--- src/mesh_torus_route_generator_assert.svh ---
// Assertion macros for the route generator. Each use needs clk and arst_n in scope.
`ifndef MESH_TORUS_ROUTE_GENERATOR_ASSERT_SVH
`define MESH_TORUS_ROUTE_GENERATOR_ASSERT_SVH

`ifndef SYNTHESIS

// same-cycle implication
`define MTRG_ASSERT_IMP(lbl, ante, cons) \
	lbl: assert property (@(posedge clk) disable iff (!arst_n) (ante) |-> (cons)) \
		else $error("route generator: same-cycle check failed");

// next-cycle implication
`define MTRG_ASSERT_NEXT(lbl, ante, cons) \
	lbl: assert property (@(posedge clk) disable iff (!arst_n) (ante) |=> (cons)) \
		else $error("route generator: next-cycle check failed");

`else

`define MTRG_ASSERT_IMP(lbl, ante, cons)
`define MTRG_ASSERT_NEXT(lbl, ante, cons)

`endif

`endif

--- src/mtrg_pkg.sv ---
package mtrg_pkg;

	// grid geometry
	localparam int MAX_SIDE = 8;
	localparam int SIDE_MIN = 3;
	localparam int SIDE_CAP = (MAX_SIDE < 8) ? MAX_SIDE : 8;
	localparam int SIDE_W   = 4;
	localparam int COORD_W  = $clog2(SIDE_CAP);
	localparam int NODE_W   = 6;
	localparam int HOP_W    = 7;
	localparam int PORT_W   = 4;
	localparam int KIND_W   = 2;

	localparam logic [HOP_W-1:0] SWITCH_BASE = 7'd64;

	// configuration register indexes
	localparam int CFG_IDX_W = 1;
	localparam int CFG_DAT_W = 4;
	localparam logic [CFG_IDX_W-1:0] REG_GRID_SIDE   = 1'd0;
	localparam logic [CFG_IDX_W-1:0] REG_WRAP_ENABLE = 1'd1;

	// route kinds
	localparam logic [KIND_W-1:0] KIND_MESH = 2'd0;
	localparam logic [KIND_W-1:0] KIND_RING = 2'd1;

	// output port codes
	localparam logic [PORT_W-1:0] PORT_PLUS_X  = 4'd0;
	localparam logic [PORT_W-1:0] PORT_PLUS_Y  = 4'd2;
	localparam logic [PORT_W-1:0] PORT_RING_FW = 4'd4;
	localparam logic [PORT_W-1:0] PORT_UPLINK  = 4'd6;
	localparam logic [PORT_W-1:0] PORT_DOWN    = 4'd7;
	localparam logic [PORT_W-1:0] PORT_EJECT   = 4'd8;

	// which word the datapath loads into the output register
	localparam int EMIT_W = 3;
	localparam logic [EMIT_W-1:0] EMIT_BAD    = 3'd0;
	localparam logic [EMIT_W-1:0] EMIT_WALK_X = 3'd1;
	localparam logic [EMIT_W-1:0] EMIT_WALK_Y = 3'd2;
	localparam logic [EMIT_W-1:0] EMIT_UP     = 3'd3;
	localparam logic [EMIT_W-1:0] EMIT_DOWN   = 3'd4;
	localparam logic [EMIT_W-1:0] EMIT_EJECT  = 3'd5;

	// controller to datapath
	typedef struct packed {
		logic              load;
		logic              div_step;
		logic              setup;
		logic              x_step;
		logic              y_step;
		logic              emit;
		logic [EMIT_W-1:0] emit_sel;
	} mtrg_cmd_t;

	// datapath to controller
	typedef struct packed {
		logic bad;
		logic switch_kind;
		logic x_done;
		logic y_done;
		logic out_free;
	} mtrg_sts_t;

endpackage

--- src/mtrg_datapath.sv ---
module mtrg_datapath (
	input  logic                                 clk,
	input  logic                                 arst_n,
	input  logic                                 cfg_wr_en,
	input  logic [mtrg_pkg::CFG_IDX_W-1:0]       cfg_index,
	input  logic [mtrg_pkg::CFG_DAT_W-1:0]       cfg_data,
	input  logic [mtrg_pkg::KIND_W-1:0]          kind,
	input  logic [mtrg_pkg::NODE_W-1:0]          src_node,
	input  logic [mtrg_pkg::NODE_W-1:0]          dest_node,
	input  mtrg_pkg::mtrg_cmd_t                  cmd,
	output mtrg_pkg::mtrg_sts_t                  sts,
	output logic                                 out_valid,
	input  logic                                 out_ready,
	output logic [mtrg_pkg::HOP_W-1:0]           hop_node,
	output logic [mtrg_pkg::PORT_W-1:0]          out_port,
	output logic                                 bad_request,
	output logic                                 last_hop
);
	import mtrg_pkg::*;

	// forward distance from cur to tgt around a ring of s nodes
	function automatic logic [SIDE_W-1:0] fwd_dist(input logic [COORD_W-1:0] cur,
			input logic [COORD_W-1:0] tgt, input logic [SIDE_W-1:0] s);
		logic [SIDE_W:0] sum;
		sum = (SIDE_W+1)'(tgt) + (SIDE_W+1)'(s) - (SIDE_W+1)'(cur);
		if (sum >= (SIDE_W+1)'(s)) sum = sum - (SIDE_W+1)'(s);
		return sum[SIDE_W-1:0];
	endfunction

	// 0 forward, 1 backward
	function automatic logic pick_dir(input logic [COORD_W-1:0] cur,
			input logic [COORD_W-1:0] tgt, input logic [SIDE_W-1:0] s,
			input logic tie_back, input logic wrap);
		logic [SIDE_W-1:0] fwd;
		logic [SIDE_W-1:0] bwd;
		fwd = fwd_dist(cur, tgt, s);
		bwd = s - fwd;
		if (!wrap) return !(tgt > cur);
		if (fwd < bwd) return 1'b0;
		if (bwd < fwd) return 1'b1;
		return tie_back;
	endfunction

	// one step along a dimension, wrapping at the edges
	function automatic logic [COORD_W-1:0] step_coord(input logic [COORD_W-1:0] cur,
			input logic back, input logic [SIDE_W-1:0] s);
		logic [SIDE_W-1:0] last;
		last = s - SIDE_W'(1);
		if (back) return (cur == '0) ? last[COORD_W-1:0] : cur - COORD_W'(1);
		return (SIDE_W'(cur) == last) ? '0 : cur + COORD_W'(1);
	endfunction

	logic [SIDE_W-1:0]  grid_side_q;
	logic               wrap_q;
	logic [KIND_W-1:0]  kind_q;
	logic [NODE_W-1:0]  src_q;
	logic [NODE_W-1:0]  dst_q;
	logic [NODE_W-1:0]  rem_src_q;
	logic [NODE_W-1:0]  rem_dst_q;
	logic [NODE_W-1:0]  div_d_q;
	logic [COORD_W-1:0] walk_x_q;
	logic [COORD_W-1:0] walk_y_q;
	logic [COORD_W-1:0] tgt_x_q;
	logic [COORD_W-1:0] tgt_y_q;
	logic [1:0]         tie_q;
	logic               ring_back_q;
	logic               out_valid_q;
	logic [HOP_W-1:0]   hop_node_q;
	logic [PORT_W-1:0]  out_port_q;
	logic               bad_q;
	logic               last_q;

	logic [SIDE_W-1:0]   side;
	logic [2*SIDE_W-1:0] side_sq;
	logic                ge_src;
	logic                ge_dst;
	logic [SIDE_W-1:0]   ring_fwd;
	logic [SIDE_W-1:0]   ring_bwd;
	logic                ring_back;
	logic                x_back;
	logic                y_back;
	logic [HOP_W-1:0]    cur_node;
	logic [HOP_W-1:0]    d_node;
	logic [PORT_W-1:0]   d_port;
	logic                d_bad;
	logic                d_last;

	// effective side, clamped to the supported range
	always_comb begin
		if (grid_side_q < SIDE_W'(SIDE_MIN)) side = SIDE_W'(SIDE_MIN);
		else if (grid_side_q > SIDE_W'(SIDE_CAP)) side = SIDE_W'(SIDE_CAP);
		else side = grid_side_q;
	end

	assign side_sq = (2*SIDE_W)'(side) * (2*SIDE_W)'(side);

	// restoring divide step, one quotient bit per cycle for both ids
	assign ge_src = rem_src_q >= div_d_q;
	assign ge_dst = rem_dst_q >= div_d_q;

	// ring direction from the final remainders
	assign ring_fwd  = fwd_dist(rem_src_q[COORD_W-1:0], rem_dst_q[COORD_W-1:0], side);
	assign ring_bwd  = side - ring_fwd;
	assign ring_back = (ring_bwd < ring_fwd) || ((ring_bwd == ring_fwd) && src_q[0]);

	// direction of the next hop
	assign x_back = (kind_q == KIND_RING) ? ring_back_q
		: pick_dir(walk_x_q, tgt_x_q, side, tie_q[0], wrap_q);
	assign y_back = (kind_q == KIND_RING) ? !(tgt_y_q > walk_y_q)
		: pick_dir(walk_y_q, tgt_y_q, side, tie_q[1], wrap_q);

	assign cur_node = HOP_W'(walk_y_q) * HOP_W'(side) + HOP_W'(walk_x_q);

	// status
	assign sts.bad         = ((2*SIDE_W)'(src_q) >= side_sq) || ((2*SIDE_W)'(dst_q) >= side_sq);
	assign sts.switch_kind = kind_q[1];
	assign sts.x_done      = walk_x_q == tgt_x_q;
	assign sts.y_done      = walk_y_q == tgt_y_q;
	assign sts.out_free    = !out_valid_q || out_ready;

	// output word select
	always_comb begin
		d_node = '0;
		d_port = PORT_PLUS_X;
		d_bad  = 1'b0;
		d_last = 1'b0;
		case (cmd.emit_sel)
			EMIT_BAD: begin
				d_bad  = 1'b1;
				d_last = 1'b1;
			end
			EMIT_WALK_X: begin
				d_node = cur_node;
				d_port = (kind_q == KIND_RING) ? PORT_RING_FW + PORT_W'(x_back)
					: PORT_PLUS_X + PORT_W'(x_back);
			end
			EMIT_WALK_Y: begin
				d_node = cur_node;
				d_port = PORT_PLUS_Y + PORT_W'(y_back);
			end
			EMIT_UP: begin
				d_node = HOP_W'(src_q);
				d_port = PORT_UPLINK;
			end
			EMIT_DOWN: begin
				d_node = SWITCH_BASE + HOP_W'(kind_q[0]);
				d_port = PORT_DOWN;
			end
			EMIT_EJECT: begin
				d_node = HOP_W'(dst_q);
				d_port = PORT_EJECT;
				d_last = 1'b1;
			end
			default: begin
				d_node = '0;
			end
		endcase
	end

	// configuration registers and output valid
	always_ff @(posedge clk or negedge arst_n) begin
		if (!arst_n) begin
			grid_side_q <= SIDE_W'(8);
			wrap_q      <= 1'b0;
			out_valid_q <= 1'b0;
		end else begin
			if (cfg_wr_en) begin
				if (cfg_index == REG_GRID_SIDE) grid_side_q <= cfg_data;
				if (cfg_index == REG_WRAP_ENABLE) wrap_q <= cfg_data[0];
			end
			if (cmd.emit) out_valid_q <= 1'b1;
			else if (out_ready) out_valid_q <= 1'b0;
		end
	end

	// request, walk and output payload registers
	always_ff @(posedge clk) begin
		if (cmd.load) begin
			kind_q    <= kind;
			src_q     <= src_node;
			dst_q     <= dest_node;
			rem_src_q <= src_node;
			rem_dst_q <= dest_node;
			div_d_q   <= NODE_W'(side) << (COORD_W - 1);
			walk_y_q  <= '0;
			tgt_y_q   <= '0;
		end
		if (cmd.div_step) begin
			if (ge_src) rem_src_q <= rem_src_q - div_d_q;
			if (ge_dst) rem_dst_q <= rem_dst_q - div_d_q;
			walk_y_q <= {walk_y_q[COORD_W-2:0], ge_src};
			tgt_y_q  <= {tgt_y_q[COORD_W-2:0], ge_dst};
			div_d_q  <= div_d_q >> 1;
		end
		if (cmd.setup) begin
			walk_x_q    <= rem_src_q[COORD_W-1:0];
			tgt_x_q     <= rem_dst_q[COORD_W-1:0];
			tie_q       <= {walk_y_q[0], rem_src_q[0]};
			ring_back_q <= ring_back;
		end
		if (cmd.x_step) walk_x_q <= step_coord(walk_x_q, x_back, side);
		if (cmd.y_step) walk_y_q <= step_coord(walk_y_q, y_back, side);
		if (cmd.emit) begin
			hop_node_q <= d_node;
			out_port_q <= d_port;
			bad_q      <= d_bad;
			last_q     <= d_last;
		end
	end

	assign out_valid   = out_valid_q;
	assign hop_node    = hop_node_q;
	assign out_port    = out_port_q;
	assign bad_request = bad_q;
	assign last_hop    = last_q;

endmodule

--- src/mtrg_ctrl.sv ---
`include "mesh_torus_route_generator_assert.svh"

module mtrg_ctrl (
	input  logic                clk,
	input  logic                arst_n,
	input  logic                in_valid,
	output logic                in_ready,
	input  mtrg_pkg::mtrg_sts_t sts,
	output mtrg_pkg::mtrg_cmd_t cmd
);
	import mtrg_pkg::*;

	localparam int ST_W = 4;
	localparam logic [ST_W-1:0] S_IDLE  = 4'd0;
	localparam logic [ST_W-1:0] S_CHECK = 4'd1;
	localparam logic [ST_W-1:0] S_DIV   = 4'd2;
	localparam logic [ST_W-1:0] S_SETUP = 4'd3;
	localparam logic [ST_W-1:0] S_WALKX = 4'd4;
	localparam logic [ST_W-1:0] S_WALKY = 4'd5;
	localparam logic [ST_W-1:0] S_EJECT = 4'd6;
	localparam logic [ST_W-1:0] S_UP    = 4'd7;
	localparam logic [ST_W-1:0] S_DOWN  = 4'd8;

	localparam int CNT_W = $clog2(COORD_W);
	localparam logic [CNT_W-1:0] DIV_LAST = CNT_W'(COORD_W - 1);

	logic [ST_W-1:0]  state_q;
	logic [ST_W-1:0]  state_d;
	logic [CNT_W-1:0] div_cnt_q;

	// next state and commands
	always_comb begin
		state_d  = state_q;
		cmd      = '0;
		in_ready = 1'b0;
		case (state_q)
			S_IDLE: begin
				in_ready = 1'b1;
				if (in_valid) begin
					cmd.load = 1'b1;
					state_d  = S_CHECK;
				end
			end
			S_CHECK: begin
				if (sts.bad) begin
					if (sts.out_free) begin
						cmd.emit     = 1'b1;
						cmd.emit_sel = EMIT_BAD;
						state_d      = S_IDLE;
					end
				end else if (sts.switch_kind) begin
					state_d = S_UP;
				end else begin
					state_d = S_DIV;
				end
			end
			S_DIV: begin
				cmd.div_step = 1'b1;
				if (div_cnt_q == DIV_LAST) state_d = S_SETUP;
			end
			S_SETUP: begin
				cmd.setup = 1'b1;
				state_d   = S_WALKX;
			end
			S_WALKX: begin
				if (sts.x_done) begin
					state_d = S_WALKY;
				end else if (sts.out_free) begin
					cmd.emit     = 1'b1;
					cmd.emit_sel = EMIT_WALK_X;
					cmd.x_step   = 1'b1;
				end
			end
			S_WALKY: begin
				if (sts.y_done) begin
					state_d = S_EJECT;
				end else if (sts.out_free) begin
					cmd.emit     = 1'b1;
					cmd.emit_sel = EMIT_WALK_Y;
					cmd.y_step   = 1'b1;
				end
			end
			S_UP: begin
				if (sts.out_free) begin
					cmd.emit     = 1'b1;
					cmd.emit_sel = EMIT_UP;
					state_d      = S_DOWN;
				end
			end
			S_DOWN: begin
				if (sts.out_free) begin
					cmd.emit     = 1'b1;
					cmd.emit_sel = EMIT_DOWN;
					state_d      = S_EJECT;
				end
			end
			S_EJECT: begin
				if (sts.out_free) begin
					cmd.emit     = 1'b1;
					cmd.emit_sel = EMIT_EJECT;
					state_d      = S_IDLE;
				end
			end
			default: begin
				state_d = S_IDLE;
			end
		endcase
	end

	// state and divide step counter, back to zero on the last step
	always_ff @(posedge clk or negedge arst_n) begin
		if (!arst_n) begin
			state_q   <= S_IDLE;
			div_cnt_q <= '0;
		end else begin
			state_q <= state_d;
			if (state_q == S_DIV && div_cnt_q != DIV_LAST) div_cnt_q <= div_cnt_q + CNT_W'(1);
			else div_cnt_q <= '0;
		end
	end

	`MTRG_ASSERT_NEXT(a_load_goes_check, in_valid && in_ready, state_q == S_CHECK)
	`MTRG_ASSERT_IMP(a_emit_has_room, cmd.emit, sts.out_free)
	`MTRG_ASSERT_IMP(a_cnt_only_in_div, div_cnt_q != '0, state_q == S_DIV)
	`MTRG_ASSERT_NEXT(a_eject_ends_route, cmd.emit && (cmd.emit_sel == EMIT_EJECT),
		state_q == S_IDLE)

endmodule

--- src/mesh_torus_route_generator.sv ---
// channel   handshake             word
// -------   -------------------   --------------------------------------------
// request   in_valid / in_ready   kind, src_node, dest_node
// hop       out_valid / out_ready hop_node, out_port, bad_request, last_hop
// config    cfg_wr_en             cfg_index, cfg_data (no wait, no read-back)
//
// Grid route of hx + hy hops: load, range check, shared divider, setup, then the
// controller walks one hop per cycle while the output register is free, then ejects.
// Switch route: uplink, down and eject words. Out-of-range ids: one bad word.
// Reset: side 8, no wraparound, controller idle, output register empty.
// A stalled output holds the walk; a new request is taken once the last word
// sits in the output register.
module mesh_torus_route_generator (
	input  logic                               clk,
	input  logic                               arst_n,
	input  logic                               cfg_wr_en,
	input  logic [mtrg_pkg::CFG_IDX_W-1:0]     cfg_index,
	input  logic [mtrg_pkg::CFG_DAT_W-1:0]     cfg_data,
	input  logic                               in_valid,
	output logic                               in_ready,
	input  logic [mtrg_pkg::KIND_W-1:0]        kind,
	input  logic [mtrg_pkg::NODE_W-1:0]        src_node,
	input  logic [mtrg_pkg::NODE_W-1:0]        dest_node,
	output logic                               out_valid,
	input  logic                               out_ready,
	output logic [mtrg_pkg::HOP_W-1:0]         hop_node,
	output logic [mtrg_pkg::PORT_W-1:0]        out_port,
	output logic                               bad_request,
	output logic                               last_hop
);
	import mtrg_pkg::*;

	mtrg_cmd_t cmd;
	mtrg_sts_t sts;

	mtrg_ctrl u_ctrl (
		.clk      (clk),
		.arst_n   (arst_n),
		.in_valid (in_valid),
		.in_ready (in_ready),
		.sts      (sts),
		.cmd      (cmd)
	);

	mtrg_datapath u_datapath (
		.clk         (clk),
		.arst_n      (arst_n),
		.cfg_wr_en   (cfg_wr_en),
		.cfg_index   (cfg_index),
		.cfg_data    (cfg_data),
		.kind        (kind),
		.src_node    (src_node),
		.dest_node   (dest_node),
		.cmd         (cmd),
		.sts         (sts),
		.out_valid   (out_valid),
		.out_ready   (out_ready),
		.hop_node    (hop_node),
		.out_port    (out_port),
		.bad_request (bad_request),
		.last_hop    (last_hop)
	);

endmodule
--- config.mk ---
export PLATFORM = sky130hd
export DESIGN_NAME = mesh_torus_route_generator
export DESIGN_NICKNAME = d
export VERILOG_FILES = /design/src/mtrg_pkg.sv /design/src/mtrg_datapath.sv /design/src/mtrg_ctrl.sv /design/src/mesh_torus_route_generator.sv
export VERILOG_INCLUDE_DIRS = /design/src /design/src/src
export SDC_FILE = /design/constraint.sdc
export NUM_CORES = 1
export LEC_CHECK = 0
export ABC_AREA = 0
export BUFFER_PORTS_ARGS = -buffer_cell sky130_fd_sc_hd__buf_2
export CELL_PAD_IN_SITES_DETAIL_PLACEMENT = 0
export CELL_PAD_IN_SITES_GLOBAL_PLACEMENT = 1
export CORE_ASPECT_RATIO = 1.2
export CORE_MARGIN = 2
export CORE_UTILIZATION = 53
export DETAILED_ROUTE_END_ITERATION = 8
export PLACE_DENSITY = 0.95
export SYNTH_ARGS = -nofsm -noshare
export SYNTH_HDL_FRONTEND = slang
export SYNTH_HIERARCHICAL = 1
export SYNTH_SLANG_ARGS = --single-unit
--- constraint.sdc ---
create_clock -name clk -period 13.55 [get_ports clk]
set_input_delay 2.71 -clock clk [delete_from_list [all_inputs] [get_ports clk]]
set_output_delay 2.71 -clock clk [all_outputs]
set_load 0.01 [all_outputs]
* After elaboration in Yosys (flattened, before gate mapping) *
Cells that the tools add are included.

storage, ports and cells
  output and inout bits = 15
  flip-flop bits (word level) = 72
  logic and storage cells = 205
  input port bits = 24

operators by class
  bitwise operators = 1
  mux-type cells = 92
  reduce and logical (&&, ||, !) cells = 21
  equality and inequality tests = 27
  $lt $le $gt $ge = 16
  multipliers = 2
  add/sub/neg operators = 24

operators by type and width
  operator               number
  $mux W4                21
  $mux W3                15
  $mux W1                41
  $mux W6                6
  $pmux W4 S9            1
  $pmux W7 S4            1
  $pmux W4 S6            1
  $sub A4 B4 Y4          6
  $lt A4 B4 Y1           5
  $mux W5                4
  $pmux W4 S5            1
  $eq A4 B3 Y1 const B   4
  $ge A6 B8 Y1           2
  $add A3 B4 Y5          3
  $ge A5 B4 Y1           3
  $sub A5 B3 Y5          3
  $ge A6 B6 Y1           2
  $ne A2 B2 Y1 const B   6
  $sub A6 B6 Y6          2
  $logic_not A3 Y1       3
  $eq A3 B4 Y1           2
  $eq A4 B2 Y1 const B   2
  $mul A4 B4 Y8          1
  $add A7 B1 Y7 const A  1
  other kinds (32)       47

* Depth between registers and ports, before layout *
  depth after elaboration = 21
  mapped depth = 28
  depth with buffers taken out = 26

* Cells and area by module *
Netlist, hierarchy kept.

modules (own cells, without submodules)
  module         area each (um^2)  sequential area each (um^2)  instances  cells each
  mtrg_datapath  6,243.5           1,823.0                      1          662
  mtrg_ctrl      560.5             150.1                        1          68

* Worst setup path before layout *
OpenSTA, ideal clock, no wires.

  path kind = register to register
  start point = register u_datapath.grid_side_q[2]
  end point = register u_datapath.walk_x_q[2], data pin
  arrival = 6.305 ns
  period minus slack after synthesis = 6.445 ns
  cell stages (with the launch flop) = 29
  slack = 7.105 ns
  cells stage by stage = dfrtp_1 buf_6 nor2b_4 nor2_1 inv_1 buf_1 ha_1 inv_1 ha_1 fa_1 xor2_1 ha_1 a21oi_1 nor2b_1 nor4_1 mux2i_1 ha_1 a21o_1 a21oi_1 xnor2_1 xnor2_1 ha_1 a21o_1 o221a_2 o21ai_0 a31o_1 o21a_4 mux2_4 a21oi_2

on the way
  longest elaborated chain between the ends = 20

ends and longest elaborated chain
  element                                        RTL line              RTL
  start, declared                                mtrg_datapath.sv:53   logic [SIDE_W-1:0] grid_side_q;
  start signal, assigned                         mtrg_datapath.sv:168  if (cfg_index == REG_GRID_SIDE) grid_side_q <= cfg_data;
  $gt A4 B4 Y1                                   mtrg_datapath.sv:91   else if (grid_side_q > SIDE_W'(SIDE_CAP)) side = SIDE_W'(SIDE_CAP);
  $mux W4                                        mtrg_datapath.sv:91
  $mux W4 *                                      mtrg_datapath.sv:90   if (grid_side_q < SIDE_W'(SIDE_MIN)) side = SIDE_W'(SIDE_MIN);
  $add A3 B4 Y5                                  mtrg_datapath.sv:25   sum = (SIDE_W+1)'(tgt) + (SIDE_W+1)'(s) - (SIDE_W+1)'(cur);
  $sub A5 B3 Y5                                  mtrg_datapath.sv:25
  $sub A4 B4 Y4 or $ge A5 B4 Y1 (tied branches)  mtrg_datapath.sv:26   if (sum >= (SIDE_W+1)'(s)) sum = sum - (SIDE_W+1)'(s);
  $mux W4                                        mtrg_datapath.sv:26
  $sub A4 B4 Y4                                  mtrg_datapath.sv:37   bwd = s - fwd;
  [4 not listed]                                 n/a
  $mux W1                                        mtrg_datapath.sv:41   return tie_back;
  $mux W1                                        mtrg_datapath.sv:40   if (bwd < fwd) return 1'b1;
  $mux W1                                        mtrg_datapath.sv:39   if (fwd < bwd) return 1'b0;
  $mux W1                                        mtrg_datapath.sv:107  assign x_back = (kind_q == KIND_RING) ? ring_back_q
  $mux W1                                        mtrg_datapath.sv:49   if (back) return (cur == '0) ? last[COORD_W-1:0] : cur - COORD_W'(1);
  $mux W1                                        mtrg_datapath.sv:201  if (cmd.x_step) walk_x_q <= step_coord(walk_x_q, x_back, side);
  $mux W3 *                                      mtrg_datapath.sv:50   return (SIDE_W'(cur) == last) ? '0 : cur + COORD_W'(1);
  $mux W3 *                                      mtrg_datapath.sv:201
  end signal, assigned                           mtrg_datapath.sv:196  walk_x_q <= rem_src_q[COORD_W-1:0];
  end signal, assigned                           mtrg_datapath.sv:201
  end, declared                                  mtrg_datapath.sv:61   logic [COORD_W-1:0] walk_x_q;

Every way passes the cells marked *; elsewhere a longest branch is shown, timed or not. The select of a mux whose other input is x is not followed.
A chain may end at the register's enable or synchronous reset.

* Worst setup path after layout *
  start point = register u_datapath.grid_side_q[3]
  end point = register u_datapath.walk_x_q[2], data pin

The elaborated chain is that of the path after synthesis.

==> impl_results.md <==
* Grt ovf at 0
* Sequential area share after synthesis at between 20% and 30%
* Placed Cells at 916
* Max-cap violation count at 0
* Setup-failing EPs final at 0
* Initial Util at 53.95%
* Setup slack after layout at 6515 ps
* WL/cell at 17.75 um
* Die width at 107.4 um
* FF-to-FF path depth at 24
* Final WL at 16550 um
* Status: completed
* Post-Syn Instances at 730
* Vias in the first global route at around 5500
* Layout Nets at 899
* Num ports at 39
* Clk sink count at 72
* Antenna violations before repair at 0
* Worst slew pin tran at 1065 ps
* Commonest non-fill, non-tap cell in the layout: ha_1
* CTS root buffer: clkbuf_16
* Unique masters post-synth at 80
* Mapped Avg Cell Area at 9.321 um^2
* Worst-path clk slew at around 60 ps
* Tcrit/Tclk final at between 50% and 60%
* Antenna cell count at 0
* Initial DRT Pass Iterations at 5
* Fin. Hold Viols at 0
* Synth warn at 6
* CTS max path bufs at 2
* Rel. slew slack at 28.84%
* Postcts setup bufs at 0
* Pin count of the biggest net entering global routing at 34
* Final core utilization at 59.18%
* Area grow syn2layout at 9.691%
* #FFs+latches synth at 72
* Hold Buf Count CTS at 0
* Worst Setup Start Kind: register
* Crit. End Element: register
* CTS HTree Levels at 3
* Post-synth EDFFs at 47
* Total Routing Usage GR at 25.09%
* Yosys top cell area share at 20.74%
* Top_reg_cell synth: edfxtp_1
* DIE HEIGHT at 128.1 um
* Synth area leader: edfxtp_1
* Proportion of layout cells with a drive suffix above 1 at between 10% and 20%
* Core area at roughly 13000 um^2
* Setup Skew at 7.479 ps
* CP required at 13750 ps
* CP Max Fanout at 17
* Mapped Area at 6804 um^2
* Port bufs at 38
* Setup CP Type: register to register
* Post-synth ARST share at about 17%
* Vias per Instance at 5.940
* Hold path depth at 1
* Post-route DRC at 0
* Die area at ~14000 um^2
* FP Rows at 45
* Total negative slack at 0 ps
* Clock tree from TritonCTS: done
* Routability Congestion at a little over 0.9
* HP Class: register to register
* Max Freq at 142.1 MHz
* Most area-consuming cells after synthesis: edfxtp_1 (21%), ha_1 (17%), fa_1 (6.2%), inv_1 (4.2%), xnor2_1 (4.1%)
* First-pass GRT wire length at approximately 27000 um
* Pre-CTS setup slack at 6571 ps
* Clk_lat worst skew at roughly 340 ps
* Unrepaired setup endpoints after global routing: false
* Non-Filler Instances at roughly 930
* Commonest cells after routing, fill and taps aside: ha_1 (91), inv_1 (76), nor2_1 (52)
* Routed Antenna Nets at 0
* Starting DRT DRC Count at 346
* Post-DP HPWL at 12830 um
* CTS Buf Count at 9
* Arrival time worst endpoint at 7240 ps
* Synthesized net count at 866
* CTS-repair resized insts at 0
* Period minus WS final at ~7000 ps
* Slew Viols, Final at 0
* Vias at 5536
==> worst max-delay path, cell delays in order, from the launching register on <==
cell and delay, ps:
dfstp_2 720, inv_1 390, nand2_2 460, fa_1 490, inv_1 70, ha_1 270
a21oi_1 200, xnor2_1 190, ha_1 320, nor2b_1 180, nor4_1 680, mux2i_1 370
ha_1 280, a21o_1 150, a21oi_1 160, xnor2_1 150, xnor2_1 150, ha_1 280
a21o_1 200, o221a_2 220, o21ai_0 150, a31o_1 180, o21a_4 180, mux2_4 310
a21oi_2 120
==> synthesized netlist by cell type, types with 5 or more instances <==
library cell / n
ha_1: 91
mux2_2: 6
a31oi_1: 6
or3_1: 5
mux2i_1: 18
fa_1: 21
a21o_1: 20
o31ai_1: 5
a21oi_1: 44
clkbuf_1: 13
o21ai_0: 44
nor2_1: 52
o21a_1: 6
dfrtp_1: 11
dfxtp_1: 13
o211ai_1: 7
nand3_1: 13
xnor2_1: 32
and2_1: 6
nor2b_1: 17
inv_1: 76
nor4_1: 5
a211oi_1: 10
nand2b_1: 7
edfxtp_1: 47
nor3_1: 8
xor2_1: 13
nand2_1: 43
==> area by class of cell <==
cell class	instances	area, um^2
fill	1103	5149
multi-input combinational	557	4442
timing repair buffer	44	235.2
clock inverter	7	86.33
sequential	72	1973
inverter	79	296.5
clock buffer	9	225.2
tap	164	205.2
==> metal layers <==
| metal | GRT usage, % | wire (um) | vias to the layer above |
|---|---|---|---|
| met5 | 0 | 0 | - |
| met4 | 10.86 | 576 | 0 |
| met3 | 3.965 | 752 | 45 |
| met2 | 43.30 | 8322 | 168 |
| met1 | 30.98 | 6897 | 2647 |
| li1 | - | - | 2676 |
==> worst paths after layout <==
path,slack (ps),to,from
min in group asynchronous,2260,u_ctrl/state_q[0]$_DFFE_PN0P_,arst_n
worst min register to register,430,u_ctrl/div_cnt_q[0]$_DFF_PN0_,u_ctrl/div_cnt_q[0]$_DFF_PN0_
worst min-delay path,430,u_ctrl/div_cnt_q[0]$_DFF_PN0_,u_ctrl/div_cnt_q[0]$_DFF_PN0_
worst max register to register,6510,u_datapath/walk_x_q[2]$_DFFE_PP_,u_datapath/grid_side_q[3]$_DFFE_PN1P_
max in group asynchronous,10990,u_datapath/grid_side_q[3]$_DFFE_PN1P_,arst_n
worst max-delay path,6510,u_datapath/walk_x_q[2]$_DFFE_PP_,u_datapath/grid_side_q[3]$_DFFE_PN1P_
==> sequential cells by signal, indices dropped and copies added, names as in the netlist, 4 cells and up <==
signal,cells
u_datapath/dst_q,6
u_datapath/grid_side_q,4
u_datapath/div_d_q,6
u_datapath/hop_node,7
u_datapath/out_port,4
u_datapath/rem_dst_q,6
u_datapath/rem_src_q,6
u_ctrl/state_q,4
u_datapath/src_q,6
==> stage by stage <==
stage | hold WS (ps) | cell area (um^2)
floorplan | 401.6 | 6804
global placement | 411.1 | 7152
detailed placement | 419.1 | 7152
CTS | 427.5 | 7463
global route | 450.3 | 7463
finish | 428.7 | 7463
==> logic make-up after synthesis <==
family,synth area share [%]
AOI/OAI and AO/OA,18.22
DFF,29.00
other,0.05511
xor gates and xnor gates,5.793
buffers and inverters,5.884
adders and majority gates,22.91
and+or+nand+nor,13.94
muxes,4.193
Power is left out: the tool's default activity adds up to more than one toggle a clock period on the data nets, which glitch-free logic cannot reach.
